## src/rtl/rational_arithmetic_unit_defines.svh

```systemverilog
// Assertion macros for the rational arithmetic unit
`ifndef RATIONAL_ARITHMETIC_UNIT_DEFINES_SVH
`define RATIONAL_ARITHMETIC_UNIT_DEFINES_SVH
`ifndef NO_ASSERTIONS
`define RAU_ASSERT_IMPL(label, clk, rst_n, ante, cons) \
  label: assert property (@(posedge clk) disable iff (!rst_n) (ante) |-> (cons)) \
    else $error("rau: %s failed", "label");
`define RAU_ASSERT_NEXT(label, clk, rst_n, ante, cons) \
  label: assert property (@(posedge clk) disable iff (!rst_n) (ante) |=> (cons)) \
    else $error("rau: %s failed", "label");
`else
`define RAU_ASSERT_IMPL(label, clk, rst_n, ante, cons)
`define RAU_ASSERT_NEXT(label, clk, rst_n, ante, cons)
`endif
`endif

```

## src/rtl/rau_pkg.sv

```systemverilog
package rau_pkg;
  localparam int WORD_BITS = 32;

  localparam logic [2:0] ACT_ADD = 3'd0;
  localparam logic [2:0] ACT_SUB = 3'd1;
  localparam logic [2:0] ACT_MUL = 3'd2;
  localparam logic [2:0] ACT_DIV = 3'd3;
  localparam logic [2:0] ACT_CMP = 3'd4;

  localparam logic [1:0] ST_OK   = 2'd0;
  localparam logic [1:0] ST_ZERO = 2'd1;
  localparam logic [1:0] ST_OVF  = 2'd2;

  // datapath operation selected by the controller
  localparam logic [3:0] OP_LOAD    = 4'd0;
  localparam logic [3:0] OP_MUL1    = 4'd1;
  localparam logic [3:0] OP_MUL2    = 4'd2;
  localparam logic [3:0] OP_GCDINIT = 4'd3;
  localparam logic [3:0] OP_GCDSTEP = 4'd4;
  localparam logic [3:0] OP_DIVINIT = 4'd5;
  localparam logic [3:0] OP_DIVSTEP = 4'd6;
  localparam logic [3:0] OP_COMBINE = 4'd7;
  localparam logic [3:0] OP_PACK    = 4'd8;
  localparam logic [3:0] OP_IDLE    = 4'd9;
  localparam logic [3:0] OP_LDDEN   = 4'd10;

  typedef struct packed {
    logic [3:0] op;
    logic [1:0] sel;
  } cmd_t;

  typedef struct packed {
    logic gcd_done;
    logic div_done;
  } sts_t;
endpackage

```

## src/rtl/rau_ctrl.sv

```systemverilog
module rau_ctrl (
  input  logic          clk,
  input  logic          rst_n,
  input  logic          in_valid,
  output logic          in_ready,
  input  logic [2:0]    in_action,
  input  logic [31:0]   in_a_den,
  input  logic [31:0]   in_b_num,
  input  logic [31:0]   in_b_den,
  output logic          out_valid,
  input  logic          out_ready,
  output rau_pkg::cmd_t cmd,
  input  rau_pkg::sts_t sts
);
  localparam logic [3:0] S_IDLE = 4'd0, S_DEN = 4'd1, S_G1 = 4'd2, S_QA = 4'd3,
                         S_QB = 4'd4, S_M1 = 4'd5, S_M2 = 4'd6, S_CMB = 4'd7,
                         S_G2 = 4'd8, S_QN = 4'd9, S_QD = 4'd10, S_PACK = 4'd11,
                         S_OUT = 4'd12, S_CMP = 4'd13;
  localparam logic [1:0] PH_INIT = 2'd0, PH_RUN = 2'd1;

  logic [3:0] state_r, state_nxt;
  logic [1:0] ph_r, ph_nxt;
  logic [2:0] act_r, act_nxt;

  always_comb begin
    state_nxt = state_r; ph_nxt = ph_r; act_nxt = act_r;
    cmd.op = rau_pkg::OP_IDLE; cmd.sel = 2'd0;
    in_ready = (state_r == S_IDLE) && !out_valid;
    unique case (state_r)
      S_IDLE: if (in_valid && in_ready) begin
        cmd.op = rau_pkg::OP_LOAD; act_nxt = in_action;
        if (in_action > rau_pkg::ACT_CMP || in_a_den == 32'd0 || in_b_den == 32'd0 ||
            (in_action == rau_pkg::ACT_DIV && in_b_num == 32'd0)) state_nxt = S_OUT;
        else if (in_action <= rau_pkg::ACT_SUB) state_nxt = S_DEN;
        else state_nxt = S_M1;
      end
      S_DEN: begin cmd.op = rau_pkg::OP_LDDEN; state_nxt = S_G1; end
      S_G1: if (sts.gcd_done) begin
        cmd.op = rau_pkg::OP_DIVINIT; cmd.sel = 2'd0; state_nxt = S_QA;
      end else cmd.op = rau_pkg::OP_GCDSTEP;
      S_QA: begin
        cmd.op = rau_pkg::OP_DIVSTEP; cmd.sel = 2'd0;
        if (sts.div_done) begin state_nxt = S_QB; ph_nxt = PH_INIT; end
      end
      S_QB: if (ph_r == PH_INIT) begin
        cmd.op = rau_pkg::OP_DIVINIT; cmd.sel = 2'd1; ph_nxt = PH_RUN;
      end else begin
        cmd.op = rau_pkg::OP_DIVSTEP; cmd.sel = 2'd1;
        if (sts.div_done) state_nxt = S_M1;
      end
      S_M1: begin
        cmd.op = rau_pkg::OP_MUL1;
        cmd.sel = (act_r <= rau_pkg::ACT_SUB) ? 2'd2 :
                  ((act_r == rau_pkg::ACT_DIV) ? 2'd1 : 2'd0);
        state_nxt = (act_r <= rau_pkg::ACT_SUB) ? S_M2 :
                    ((act_r == rau_pkg::ACT_CMP) ? S_CMP : S_G2);
        ph_nxt = PH_INIT;
      end
      S_CMP: begin cmd.op = rau_pkg::OP_MUL2; cmd.sel = 2'd0; state_nxt = S_OUT; end
      S_M2: begin cmd.op = rau_pkg::OP_MUL2; cmd.sel = 2'd1; state_nxt = S_CMB; end
      S_CMB: begin cmd.op = rau_pkg::OP_COMBINE; state_nxt = S_G2; ph_nxt = PH_INIT; end
      S_G2: if (ph_r == PH_INIT) begin
        cmd.op = rau_pkg::OP_GCDINIT; cmd.sel = 2'd1; ph_nxt = PH_RUN;
      end else if (sts.gcd_done) begin
        cmd.op = rau_pkg::OP_DIVINIT; cmd.sel = 2'd2; state_nxt = S_QN;
      end else cmd.op = rau_pkg::OP_GCDSTEP;
      S_QN: begin
        cmd.op = rau_pkg::OP_DIVSTEP; cmd.sel = 2'd2;
        if (sts.div_done) begin state_nxt = S_QD; ph_nxt = PH_INIT; end
      end
      S_QD: if (ph_r == PH_INIT) begin
        cmd.op = rau_pkg::OP_DIVINIT; cmd.sel = 2'd3; ph_nxt = PH_RUN;
      end else begin
        cmd.op = rau_pkg::OP_DIVSTEP; cmd.sel = 2'd3;
        if (sts.div_done) state_nxt = S_PACK;
      end
      S_PACK: begin cmd.op = rau_pkg::OP_PACK; state_nxt = S_OUT; end
      S_OUT: if (out_ready) state_nxt = S_IDLE;
      default: state_nxt = S_IDLE;
    endcase
  end

  assign out_valid = (state_r == S_OUT);

  always_ff @(posedge clk) begin
    if (!rst_n) begin
      state_r <= S_IDLE; ph_r <= PH_INIT; act_r <= '0;
    end else begin
      state_r <= state_nxt; ph_r <= ph_nxt; act_r <= act_nxt;
    end
  end

  `include "rational_arithmetic_unit_defines.svh"
  `RAU_ASSERT_IMPL(a_no_accept_busy, clk, rst_n, state_r != S_IDLE, !in_ready)
  `RAU_ASSERT_NEXT(a_out_holds, clk, rst_n, out_valid && !out_ready, out_valid)
  `RAU_ASSERT_NEXT(a_idle_after_out, clk, rst_n, out_valid && out_ready, state_r == S_IDLE)
endmodule

```

## config.mk

```make
export PLATFORM = sky130hd
export DESIGN_NAME = rau_ctrl
export DESIGN_NICKNAME = d
export VERILOG_FILES = /design/src/rtl/rau_pkg.sv /design/src/rtl/rau_ctrl.sv
export VERILOG_INCLUDE_DIRS = /design/src /design/src/rtl
export SDC_FILE = /design/constraint.sdc
export NUM_CORES = 1
export LEC_CHECK = 0
export BUFFER_PORTS_ARGS = -buffer_cell sky130_fd_sc_hd__buf_2
export CAP_MARGIN = 10
export CORE_MARGIN = 5
export CORE_UTILIZATION = 36
export CTS_CLUSTER_SIZE = 12
export DETAILED_ROUTE_END_ITERATION = 8
export PLACE_DENSITY = 0.89
export SKIP_LAST_GASP = 1
export SLEW_MARGIN = 20
export SYNTH_ARGS = -nofsm -noshare
export SYNTH_HDL_FRONTEND = slang
export SYNTH_SLANG_ARGS = --single-unit
```

## constraint.sdc

```tcl
create_clock -name clk -period 2.6 [get_ports clk]
set_clock_uncertainty 0.2 [all_clocks]
set_input_delay 0.26 -clock clk [delete_from_list [all_inputs] [get_ports clk]]
set_output_delay 0.26 -clock clk [all_outputs]
set_load 0.05 [all_outputs]
```

==> flow_metrics.tcl <==
set metrics [dict create \
    status "completed" \
    syn_inst 165 \
    setup_tns_ps 0 \
    synth_cell_type_count 50 \
    clkPwrFrac 0.058 \
    slew_violations 0 \
    drc 0 \
    gp_congestion 0.902 \
    most-common-layout-cells "buf_2, nor4_1, a21oi_1" \
    rows 20 \
    cap_violations 0 \
    htreeDepth 1 \
    tritoncts "built" \
    yosysSeqAreaShare 0.141 \
    fin_area_mm2 0.00176 \
    worstHoldPathType "in2reg" \
    cp_max_fo 21 \
    fmax_mhz 416 \
    first_pass_iters 4 \
    synth_area_per_cell_um2 6.91 \
    yosysTopAreaCellShare 0.143 \
    path_clk_slew_ps 60 \
    cts_sinks 8 \
    min_period_ps 2410 \
    place_area_mm2 0.00174 \
    p_leak_nw 0.777 \
    synth.area.top_cells "nor4_1, dfxtp_1, a21oi_1, o21ai_0, nand2_1" \
    cts_max_path_buffers 2 \
    relSlewSlack 0.499 \
    final_hold_viol_count 0 \
    crit_required_ps 2140 \
    nets 380 \
    via_per_inst 5.64 \
    setup_viol 0 \
    antenna_found_initial 0 \
    num_io_pins 113 \
    cp.arrival_ps 1950 \
    die_x_um 66.3 \
    portBuffers 112 \
    antenna_cells 0 \
    start_util 0.373 \
    dp.final_hpwl_mm 4.05 \
    routed_wl_mm 4.78 \
    ant_nets 0 \
    worstMarginPinSlew_ps 751 \
    vdd_ir_drop_max_mv 0.421 \
    routed-via-count 1788 \
    final_common_cell "buf_2" \
    die_area_mm2 0.00439 \
    p_int_mw 0.715 \
    reg2reg_slack_ps 360 \
    grt_pass1_wl_mm 7.51 \
    start_kind "flop" \
    grt_pass1_vias 1760 \
    synth_nets 270 \
    drive_above_1_share 0.484 \
    rsz0062_at_grt "no" \
    yosys_warnings 0 \
    overflow 0 \
    die_h_um 66.3 \
    ctsHoldBuffers 0 \
    grt_use_total 0.217 \
    holdWs_ps 82.5 \
    critical_path_class "reg2out" \
    period_share 0.926 \
    grt_max_degree 23 \
    yosysTopAreaCell "nor4_1" \
    ys_ff_latch 8 \
    cts_root_buf "clkbuf_4" \
    syn2layout_area_growth_pct 54.3 \
    worstSkewPairLatency_ps 260 \
    netlist_area_mm2 0.00114 \
    drt_iter0_drc 128 \
    swShare 0.581 \
    cts_buffers 3 \
    wl_per_cell_um 15.1 \
    comb_power_share 0.764 \
    power.switching_mw 0.992 \
    seq_power_share 0.178 \
    powerDensity_mw_per_mm2 971 \
    core_mm2 0.00305 \
    end_kind "output port" \
]
[final cells by class]
class | instances | area [um2]
sequential | 8 | 161
multi-input combinational | 142 | 911
clock buffer | 3 | 22.5
tap | 44 | 55.1
inverter | 3 | 11.3
fill | 317 | 1290
timing repair buffer | 117 | 598
[state kept, by name (all words and copies together), names as in the netlist]
register	cells
ph_r	1
state_r	4
act_r	3
[synthesized netlist by cell type, drive strengths merged]
cell	number
dfxtp	8
nor3b	2
buf	8
nor4b	1
nor3	7
clkinv	1
nand2b	6
a211oi	4
inv	2
nand2	12
or2b	1
a21oi	15
o211ai	3
nor2b	4
o2bb2ai	2
o21a	2
a31oi	2
o31a	1
xor2	1
o32a	1
a21o	3
o31ai	1
or2	1
nand3	8
o311ai	1
xnor2	1
o221ai	1
or4b	2
o21ai	11
o211a	1
nor4bb	1
or4	1
nor4	27
clkbuf	4
nand4	5
nand4bb	1
a32oi	1
mux2	2
and2	1
nor2	6
o22ai	3
[power by group through the flow]
stage	logic [mW]	registers, mW	clock network [mW]
after floorplan	1.10	0.184	0
after global placement	1.27	0.295	0
after detailed placement	1.29	0.301	0
after CTS	1.30	0.298	0.100
after global routing	1.41	0.320	0.112
final	1.30	0.305	0.0987
[cells by family after synthesis]
kind of cell,count (synthesis),share of synthesized area
flops,8,0.141
xor+xnor,2,0.0154
mux,2,0.0198
simple gates,86,0.452
compound gates,52,0.307
buf+inv,15,0.0647
[what timing repair did]
item	in CTS	in global routing
hold endpoints to repair	0	0
setup buffers	0	0
gates resized for setup	0	1
setup endpoints to repair	0	1
[metrics by stage]
| step | power [mW] | util | setup slack (ps) | cells |
|---|---|---|---|---|
| floorplan | 1.28 | - | 25.5 | 165 |
| detailed placement | 1.59 | 0.568 | 404 | 314 |
| global route | 1.84 | 0.576 | 14.4 | 317 |
| finish | 1.71 | 0.576 | 193 | 317 |
| CTS | 1.70 | 0.576 | 108 | 317 |
| global placement | 1.57 | 0.568 | 464 | 314 |
[worst paths after layout]
kind	start	endpoint	depth (start not counted)
setup reg to reg	state_r[0]$_SDFFE_PN0P_	state_r[2]$_SDFFE_PN0P_	5
hold reg to reg	act_r[0]$_SDFFE_PN0P_	act_r[0]$_SDFFE_PN0P_	2
hold / removal	in_action[2]	act_r[2]$_SDFFE_PN0P_	3
setup / recovery	state_r[0]$_SDFFE_PN0P_	cmd[2]	5
[layer usage]
layer / vias up / wire length (um) / track usage
met5: - / 0 / 0
li1: 883 / - / -
met1: 776 / 1900 / 0.260
met2: 111 / 2300 / 0.387
met3: 18 / 423 / 0.0238
met4: 0 / 156 / 0.0914
[worst max-delay path, cell delays in order, from the launching register on]
cell      delay [ps]
dfxtp_1          810
clkinv_1         190
buf_4            210
a32oi_1          170
nand2_1           70
buf_2            230
Power figures use the tool's default switching activity.
